### config.mk
export PLATFORM = sky130hd
export DESIGN_NAME = ubx_frame_field_extractor_unit
export DESIGN_NICKNAME = d
export VERILOG_FILES = /design/src/rtl/core/ubx_ffe_pkg.sv /design/src/rtl/core/ubx_frame_field_extractor_unit.sv
export SDC_FILE = /design/constraint.sdc
export NUM_CORES = 1
export LEC_CHECK = 0
export BUFFER_PORTS_ARGS = -buffer_cell sky130_fd_sc_hd__clkbuf_2
export CAP_MARGIN = 20
export CORE_ASPECT_RATIO = 0.7
export CORE_UTILIZATION = 55
export CTS_CLUSTER_DIAMETER = 100
export DETAILED_ROUTE_END_ITERATION = 8
export GPL_TIMING_DRIVEN = 0
export PLACE_DENSITY = 0.75
export SLEW_MARGIN = 20
export SYNTH_ARGS = -nofsm -noshare
export SYNTH_HDL_FRONTEND = slang
export SYNTH_SLANG_ARGS = --single-unit
### constraint.sdc
create_clock -name clk -period 12.6 [get_ports clk]
set_input_delay 1.89 -clock clk [delete_from_list [all_inputs] [get_ports clk]]
set_output_delay 1.89 -clock clk [all_outputs]
set_load 0.02 [all_outputs]
### src/rtl/core/ubx_ffe_pkg.sv
`default_nettype none

package ubx_ffe_pkg;

	typedef enum logic [1:0] {
		PH_HEADER = 2'd0,
		PH_BODY   = 2'd1,
		PH_SKIP   = 2'd2
	} phase_t;

	typedef enum logic [2:0] {
		KIND_OTHER         = 3'd0,
		KIND_SATS          = 3'd1,
		KIND_TIME_VALID    = 3'd2,
		KIND_TIME_INVALID  = 3'd3,
		KIND_TIME_SHORT    = 3'd4,
		KIND_VERSION       = 3'd5,
		KIND_VERSION_SHORT = 3'd6
	} frame_kind_t;

	typedef enum logic [1:0] {
		REQ_NONE      = 2'd0,
		REQ_TIME      = 2'd1,
		REQ_TIME_SATS = 2'd2,
		REQ_VERSION   = 2'd3
	} request_t;

	localparam int unsigned POS_W = 17;

	localparam logic [7:0] SYNC_CHAR_1 = 8'hB5;
	localparam logic [7:0] SYNC_CHAR_2 = 8'h62;
	localparam logic [7:0] CLASS_NAV   = 8'h01;
	localparam logic [7:0] CLASS_MON   = 8'h0A;
	localparam logic [7:0] ID_SVINFO   = 8'h35;
	localparam logic [7:0] ID_TIMEUTC  = 8'h21;
	localparam logic [7:0] ID_VER      = 8'h04;
	localparam logic [7:0] NEWLINE     = 8'h0A;

	localparam logic [POS_W-1:0] HDR_LAST    = 17'd5;
	localparam logic [POS_W-1:0] BODY_START  = 17'd6;
	localparam logic [POS_W-1:0] FRAME_EXTRA = 17'd8;
	localparam logic [POS_W-1:0] OFS_SATS    = 17'd11;
	localparam logic [POS_W-1:0] OFS_DT      = 17'd18;
	localparam logic [POS_W-1:0] OFS_DT_LAST = 17'd23;
	localparam logic [POS_W-1:0] OFS_FLAGS   = 17'd25;
	localparam logic [POS_W-1:0] OFS_VER     = 17'd36;
	localparam logic [POS_W-1:0] OFS_VER_END = 17'd43;
	localparam logic [POS_W-1:0] TIME_MIN    = 17'd26;
	localparam logic [POS_W-1:0] VER_MIN     = 17'd45;

	localparam int unsigned TIME_GOOD_BIT = 2;

endpackage

`default_nettype wire

### src/rtl/core/ubx_frame_field_extractor_unit.sv
`default_nettype none

// Byte-stream parser for binary receiver frames. One byte is taken per cycle
// with no gaps needed while the result is not stalled; each byte passes an
// input register and the per-byte state update; a frame result is registered
// when the state update takes its last byte. The result register is the only
// place that can hold the input back: a stalled result stops the byte stage.
// Once a valid timestamp has been reported the block keeps accepting bytes
// but drops them and gives no further results.
module ubx_frame_field_extractor_unit
	import ubx_ffe_pkg::*;
(
	input  wire logic        clk,
	input  wire logic        arst_n,
	input  wire logic        in_valid,
	output logic             in_stall,
	input  wire logic [7:0]  rx_byte,
	output logic             out_valid,
	input  wire logic        out_stall,
	output logic [2:0]       frame_kind,
	output logic [1:0]       request,
	output logic [7:0]       sat_count,
	output logic [7:0]       time_flags,
	output logic [15:0]      year_value,
	output logic [7:0]       month_value,
	output logic [7:0]       day_value,
	output logic [7:0]       hour_value,
	output logic [7:0]       minute_value,
	output logic [63:0]      version_text,
	output logic             logging_started
);

	logic             valid_s1;
	logic [7:0]       byte_s1;
	logic             adv;

	phase_t           phase_q, phase_d;
	logic [POS_W-1:0] pos_q, pos_d;
	logic [POS_W-1:0] total_q, total_d;
	logic [7:0]       first_q, first_d;
	logic             sync_q, sync_d;
	logic [7:0]       class_q, class_d;
	logic [7:0]       id_q, id_d;
	logic [7:0]       len_lo_q, len_lo_d;
	logic [7:0]       sats_q, sats_d;
	logic [7:0]       flags_q, flags_d;
	logic [47:0]      dt_q, dt_d;
	logic [63:0]      ver_q, ver_d;
	logic             log_q, log_d;

	logic             done;
	frame_kind_t      kind;
	request_t         req;
	logic [POS_W-1:0] pos_inc;
	logic [POS_W-1:0] dt_rel;
	logic [POS_W-1:0] ver_rel;
	logic             is_sats, is_time, is_ver;

	logic             out_valid_q;
	logic [2:0]       kind_q;
	logic [1:0]       req_q;
	logic [7:0]       sats_out_q;
	logic [7:0]       flags_out_q;
	logic [47:0]      dt_out_q;
	logic [63:0]      ver_out_q;
	logic             log_out_q;

	assign adv      = valid_s1 && !(out_valid_q && out_stall);
	assign in_stall = valid_s1 && !adv;

	// input register
	always_ff @(posedge clk or negedge arst_n) begin
		if (!arst_n) begin
			valid_s1 <= 1'b0;
		end else if (!in_stall) begin
			valid_s1 <= in_valid;
		end
	end

	always_ff @(posedge clk) begin
		if (in_valid && !in_stall) begin
			byte_s1 <= rx_byte;
		end
	end

	assign is_sats = (class_q == CLASS_NAV) && (id_q == ID_SVINFO);
	assign is_time = (class_q == CLASS_NAV) && (id_q == ID_TIMEUTC);
	assign is_ver  = (class_q == CLASS_MON) && (id_q == ID_VER);
	assign pos_inc = pos_q + 17'd1;
	assign dt_rel  = pos_q - OFS_DT;
	assign ver_rel = pos_q - OFS_VER;

	// per-byte state update
	always_comb begin
		phase_d  = phase_q;
		pos_d    = pos_q;
		total_d  = total_q;
		first_d  = first_q;
		sync_d   = sync_q;
		class_d  = class_q;
		id_d     = id_q;
		len_lo_d = len_lo_q;
		sats_d   = sats_q;
		flags_d  = flags_q;
		dt_d     = dt_q;
		ver_d    = ver_q;
		log_d    = log_q;
		done     = 1'b0;
		if (!log_q) begin
			case (phase_q)
				PH_SKIP: begin
					if (byte_s1 == NEWLINE) begin
						phase_d = PH_HEADER;
						pos_d   = '0;
					end
				end
				PH_HEADER: begin
					case (pos_q[2:0])
						3'd0: first_d  = byte_s1;
						3'd1: sync_d   = (first_q == SYNC_CHAR_1) && (byte_s1 == SYNC_CHAR_2);
						3'd2: class_d  = byte_s1;
						3'd3: id_d     = byte_s1;
						3'd4: len_lo_d = byte_s1;
						default: ;
					endcase
					if (pos_q == HDR_LAST) begin
						if (sync_q) begin
							total_d = {9'd0, len_lo_q} + {1'b0, byte_s1, 8'd0} + FRAME_EXTRA;
							phase_d = PH_BODY;
							pos_d   = BODY_START;
						end else begin
							phase_d = PH_SKIP;
							pos_d   = '0;
						end
					end else begin
						pos_d = pos_inc;
					end
				end
				PH_BODY: begin
					if (is_sats) begin
						if (pos_q == OFS_SATS) begin
							sats_d = byte_s1;
						end
					end else if (is_time) begin
						if (pos_q >= OFS_DT && pos_q <= OFS_DT_LAST) begin
							dt_d[{dt_rel[2:0], 3'b000} +: 8] = byte_s1;
						end else if (pos_q == OFS_FLAGS) begin
							flags_d = byte_s1;
						end
					end else if (is_ver) begin
						if (pos_q >= OFS_VER && pos_q <= OFS_VER_END) begin
							ver_d[{ver_rel[2:0], 3'b000} +: 8] = byte_s1;
						end
					end
					pos_d = pos_inc;
					if (pos_inc >= total_q) begin
						done    = 1'b1;
						phase_d = PH_HEADER;
						pos_d   = '0;
					end
				end
				default: begin
					phase_d = PH_HEADER;
					pos_d   = '0;
				end
			endcase
		end
		kind = KIND_OTHER;
		req  = REQ_NONE;
		if (is_sats) begin
			kind = KIND_SATS;
		end else if (is_time) begin
			if (total_q < TIME_MIN) begin
				kind = KIND_TIME_SHORT;
				req  = REQ_TIME;
			end else if (flags_d[TIME_GOOD_BIT]) begin
				kind = KIND_TIME_VALID;
				if (done) begin
					log_d = 1'b1;
				end
			end else begin
				kind = KIND_TIME_INVALID;
				req  = REQ_TIME_SATS;
			end
		end else if (is_ver) begin
			if (total_q < VER_MIN) begin
				kind = KIND_VERSION_SHORT;
				req  = REQ_VERSION;
			end else begin
				kind = KIND_VERSION;
			end
		end
	end

	always_ff @(posedge clk or negedge arst_n) begin
		if (!arst_n) begin
			phase_q  <= PH_HEADER;
			pos_q    <= '0;
			total_q  <= '0;
			first_q  <= '0;
			sync_q   <= 1'b0;
			class_q  <= '0;
			id_q     <= '0;
			len_lo_q <= '0;
			sats_q   <= '0;
			flags_q  <= '0;
			dt_q     <= '0;
			ver_q    <= '0;
			log_q    <= 1'b0;
		end else if (adv) begin
			phase_q  <= phase_d;
			pos_q    <= pos_d;
			total_q  <= total_d;
			first_q  <= first_d;
			sync_q   <= sync_d;
			class_q  <= class_d;
			id_q     <= id_d;
			len_lo_q <= len_lo_d;
			sats_q   <= sats_d;
			flags_q  <= flags_d;
			dt_q     <= dt_d;
			ver_q    <= ver_d;
			log_q    <= log_d;
		end
	end

	// result register
	always_ff @(posedge clk or negedge arst_n) begin
		if (!arst_n) begin
			out_valid_q <= 1'b0;
		end else if (adv && done) begin
			out_valid_q <= 1'b1;
		end else if (!out_stall) begin
			out_valid_q <= 1'b0;
		end
	end

	always_ff @(posedge clk) begin
		if (adv && done) begin
			kind_q      <= kind;
			req_q       <= req;
			sats_out_q  <= sats_d;
			flags_out_q <= flags_d;
			dt_out_q    <= dt_d;
			ver_out_q   <= ver_d;
			log_out_q   <= log_d;
		end
	end

	assign out_valid       = out_valid_q;
	assign frame_kind      = kind_q;
	assign request         = req_q;
	assign sat_count       = sats_out_q;
	assign time_flags      = flags_out_q;
	assign year_value      = dt_out_q[15:0];
	assign month_value     = dt_out_q[23:16];
	assign day_value       = dt_out_q[31:24];
	assign hour_value      = dt_out_q[39:32];
	assign minute_value    = dt_out_q[47:40];
	assign version_text    = ver_out_q;
	assign logging_started = log_out_q;

	a_log_sticky: assert property (@(posedge clk) disable iff (!arst_n)
		log_q |=> log_q)
		else $error("logging mode dropped");

	a_hdr_pos: assert property (@(posedge clk) disable iff (!arst_n)
		(phase_q == PH_HEADER) |-> (pos_q <= HDR_LAST))
		else $error("header position out of range");

	a_body_pos: assert property (@(posedge clk) disable iff (!arst_n)
		(phase_q == PH_BODY) |-> (pos_q < total_q))
		else $error("body position beyond frame end");

	a_skip_pos: assert property (@(posedge clk) disable iff (!arst_n)
		(phase_q == PH_SKIP) |-> (pos_q == '0))
		else $error("position not cleared while skipping");

endmodule

`default_nettype wire
==> results.txt <==
The post-route core utilization is about two thirds. The area of all sequential standard cells is 9270 µm². The total number of placement rows came out at 50. The number of top-level design ports came out at roughly 150. The count of final hold-check violations came to 0.

The number of setup violations in the final report came out at 0. The final critical-path share of the clock period came out at between 30% and 40%. On the worst path, the slowest cell contributes a delay of between 0.4 and 0.5 ns. The slew at the pin with the worst max-slew slack is 1.08 ns. The largest net degree at the start of global routing came out at 75. Buffers added to address setup during post-CTS repair amount to 0.

The tightest min-delay check is of the reg -> reg type. Ranked by instance count, the synthesized netlist is headed by sky130_fd_sc_hd__mux2_2, sky130_fd_sc_hd__dfrtp_1, sky130_fd_sc_hd__nand2_1. The post-synthesis sequential area ratio came out at 61.3%.

In the post-synthesis netlist, the cell with the most instances is sky130_fd_sc_hd__mux2_2. The average cell area after synthesis is around 13 µm². The count of flip-flops with a built-in enable after synthesis came out at 142.

Counting along the longest clock path gives a buffer depth of 3. TritonCTS built the clock tree. The global placement routability congestion is ~0.93. The initial antenna violation count came out at 0.

The number of hold buffers added after CTS was 0. The setup slack after layout came out at about 8.0 ns. The via count of the first global-routing pass came out at between 9000 and 10000. The detailed router's first-iteration violation count is ~900. STA classifies the critical path endpoint as a register. Final hold analysis gives a worst-case slack of between 0.4 and 0.5 ns. The synthesis-to-layout area growth came out at 16.9%. The post-placement cell count came out at between 1500 and 2000. In this run the clock root is driven by a sky130_fd_sc_hd__clkbuf_16. The worst setup path is of the reg -> reg kind. After synthesis, the largest area contributor takes up between 30 and 40% of total cell area.

The placement-stage cell area came out at 16500 µm². The number of buffers added by the clock tree synthesis step is 34. The clock latency reported for the late side of the worst-skew pair is 0.52 ns. The cell count after synthesis came out at 1200.

The count of nets left with antenna violations after detail routing is 0. The number of clock sinks is 342. The slowest cell on the critical path is sky130_fd_sc_hd__nor2_4. From left edge to right edge, the die measures about 200 µm. The final layout net count came out at about 1400. In this run the power density over the cells is roughly 170 nW/µm². The top achievable clock speed is about 0.22 GHz. The critical path data arrival time is 4.84 ns.

In this run, synthesis produced a sequential element count of approximately 340. The post-route DRC violation count is 0. The worst setup path is launched from a register.

The overall via count from detail_route is around 10000. The Yosys step of the flow raised 0 warnings. The most area-hungry cell type in the Yosys netlist is sky130_fd_sc_hd__dfrtp_1. The worst path in the final design needs a cycle of 4.64 ns, including I/O delays and setup. The layout cell share with drive strength beyond 1 came out at between 30% and 40%. The number of different library cells used by synthesis comes to 51. The post-synthesis async set-or-reset flop share is about three fifths. The setup clock skew after layout came out at ~0.020 ns. The data required time of the worst path came out at between 10 and 15 ns.

Setup repair after global routing left no endpoint under its margin. The final wirelength is approximately 37 mm. 0 antenna diodes ended up in the layout. The number of cells in the finished layout apart from fillers came out at 1779. The multi-input gate area in the final layout is 5530 µm².

The completed layout was analyzed and its total power is between 2 and 3 mW. The chip height is between 100 and 150 µm. Max-cap violations in this run came to 0. The total leakage power is roughly 7.5 nW. The global-route congestion overflow total is 0. In the final routed layout, each cell accounts on average for approximately 21 µm.

The number of pins with negative max-slew slack in the final report came out at 0. The filler cells instantiated in the layout total between 2000 and 2500. The wire length of the first global-routing pass is approximately 57 mm. The count of port buffers added during placement came out at 147. The detailed placer's ending HPWL came out at 25.4 mm.

The all-layer global routing usage came out at 26.4%. The post-synth design cell area is about 15000 µm². The prevailing post-synth register cell is sky130_fd_sc_hd__dfrtp_1. The flow ran to the end, and the final reports show no timing, DRC or antenna violations. The depth of the CTS H-tree is 2.

The number of gates resized after CTS was 0. The worst ir drop on vdd is roughly 100 µV. In the post-synthesis netlist, the biggest area contributors are sky130_fd_sc_hd__dfrtp_1, sky130_fd_sc_hd__edfxtp_1, sky130_fd_sc_hd__mux2_2. In the routed layout, each cell is associated on average with a via count of approximately 5.8. The final design area excluding fillers is between 15000 and 20000 µm².

After clock tree synthesis, the clock-pin slew on the worst setup and hold paths is around 0.070 ns. The critical path goes through clkbuf_1 -> nand4_1 -> nor3_1 -> nand3_1 -> and2_1 -> or2_2 -> ha_1 -> nand2_1 -> nor4_1 -> a211o_1 -> nand2_1 -> nor2_4 -> buf_16 -> buf_16 -> buf_12. The top fanout value on the critical path came out at 29. OpenSTA, run right after detailed placement, puts the worst setup slack at 7.82 ns. The iteration count of the initial detailed-routing pass is 5. The die outline area is between 20000 and 30000 µm². The starting utilization of the core area is 56.2%. The placeable core region came out at between 20000 and 30000 µm². The total negative setup slack is 0 ns. The net count after synthesis came out at 1245. The worst pin sits at a relative slew slack of between 20 and 30%.
==> sequential cells by signal, indices dropped and copies added, names as in the netlist, 3 cells and up <==
name / count
ver_q: 64
flags_q: 8
byte_s1: 8
total_q: 17
len_lo_q: 8
id_q: 8
time_flags: 8
first_q: 8
sats_q: 8
version_text: 64
frame_kind: 3
dt_q: 48
sat_count: 8
class_q: 8
dt_out_q: 48
pos_q: 17
==> layout make-up <==
type	instances	area share (%)
sequential	342	52.4
multi-input combinational	770	31.3
timing repair buffer	154	5.17
buffer	60	1.31
clock buffer	44	5.38
inverter	28	0.594
clock inverter	17	1.29
tap	364	2.57
==> kinds of logic after synthesis <==
kind of cell / share of synthesized area (%)
AOI/OAI and AO/OA: 5.62
and+or+nand+nor: 11.5
DFF: 61.3
adders and majority gates: 2.73
xor gates and xnor gates: 1.16
buffers and inverters: 2.22
muxes: 15.5
==> routing by layer <==
| layer | vias to the layer above | share of wire, % | global-route usage, % |
|---|---|---|---|
| met4 | 0 | 2.0 | 7.17 |
| met3 | 62 | 8.0 | 5.83 |
| met1 | 5122 | 46 | 39.2 |
| met5 | - | 0 | 0 |
| met2 | 414 | 44 | 39.4 |
| li1 | 4704 | - | - |
==> report_power, final <==
part           switching, mW  internal (mW)  total, mW
registers             0.0760           1.24       1.32
clock network          0.426          0.641       1.07
logic                  0.383          0.207      0.589
==> placed cells by master (no fill, tap or decap), drive strengths merged, types with 3 or more instances in the layout <==
master / n
or3: 6
nor3: 22
a22o: 3
inv: 30
o21ai: 105
ha: 33
buf: 15
a32o: 7
mux2: 207
a21oi: 8
nand3b: 4
o211ai: 9
o21a: 3
nand2: 190
dfrtp: 200
xnor2: 12
and3: 6
a211oi: 3
or2: 6
clkbuf: 243
nor4: 16
xor2: 8
nor2b: 8
bufinv: 5
nand4b: 5
clkinv: 8
and2: 7
nand4: 17
edfxtp: 142
nand3: 30
nand2b: 6
nor2: 34
==> worst paths after layout <==
path	startpoint	to	slack, ns	depth (start not counted)
worst min register to register	dt_q[19]$_DFFE_PN0P_	dt_q[19]$_DFFE_PN0P_	0.48	2
worst min-delay path	dt_q[19]$_DFFE_PN0P_	dt_q[19]$_DFFE_PN0P_	0.48	2
worst max register to register	pos_q[3]$_DFFE_PN0P_	dt_out_q[7]$_DFFE_PP_	7.96	15
min in group asynchronous	arst_n	flags_q[3]$_DFFE_PN0P_	1.40	1
max in group asynchronous	arst_n	ver_q[31]$_DFFE_PN0P_	10.12	3
worst max-delay path	pos_q[3]$_DFFE_PN0P_	dt_out_q[7]$_DFFE_PP_	7.96	15
==> worst max-delay path, delay by kind of cell (launching register included) <==
kind            cells  cell delay, ns
flops               1            0.40
simple gates        9            2.34
compound gates      1            0.27
fa+ha+maj           1            0.28
buf+inv             4            0.99
Power figures use the tool's default switching activity.
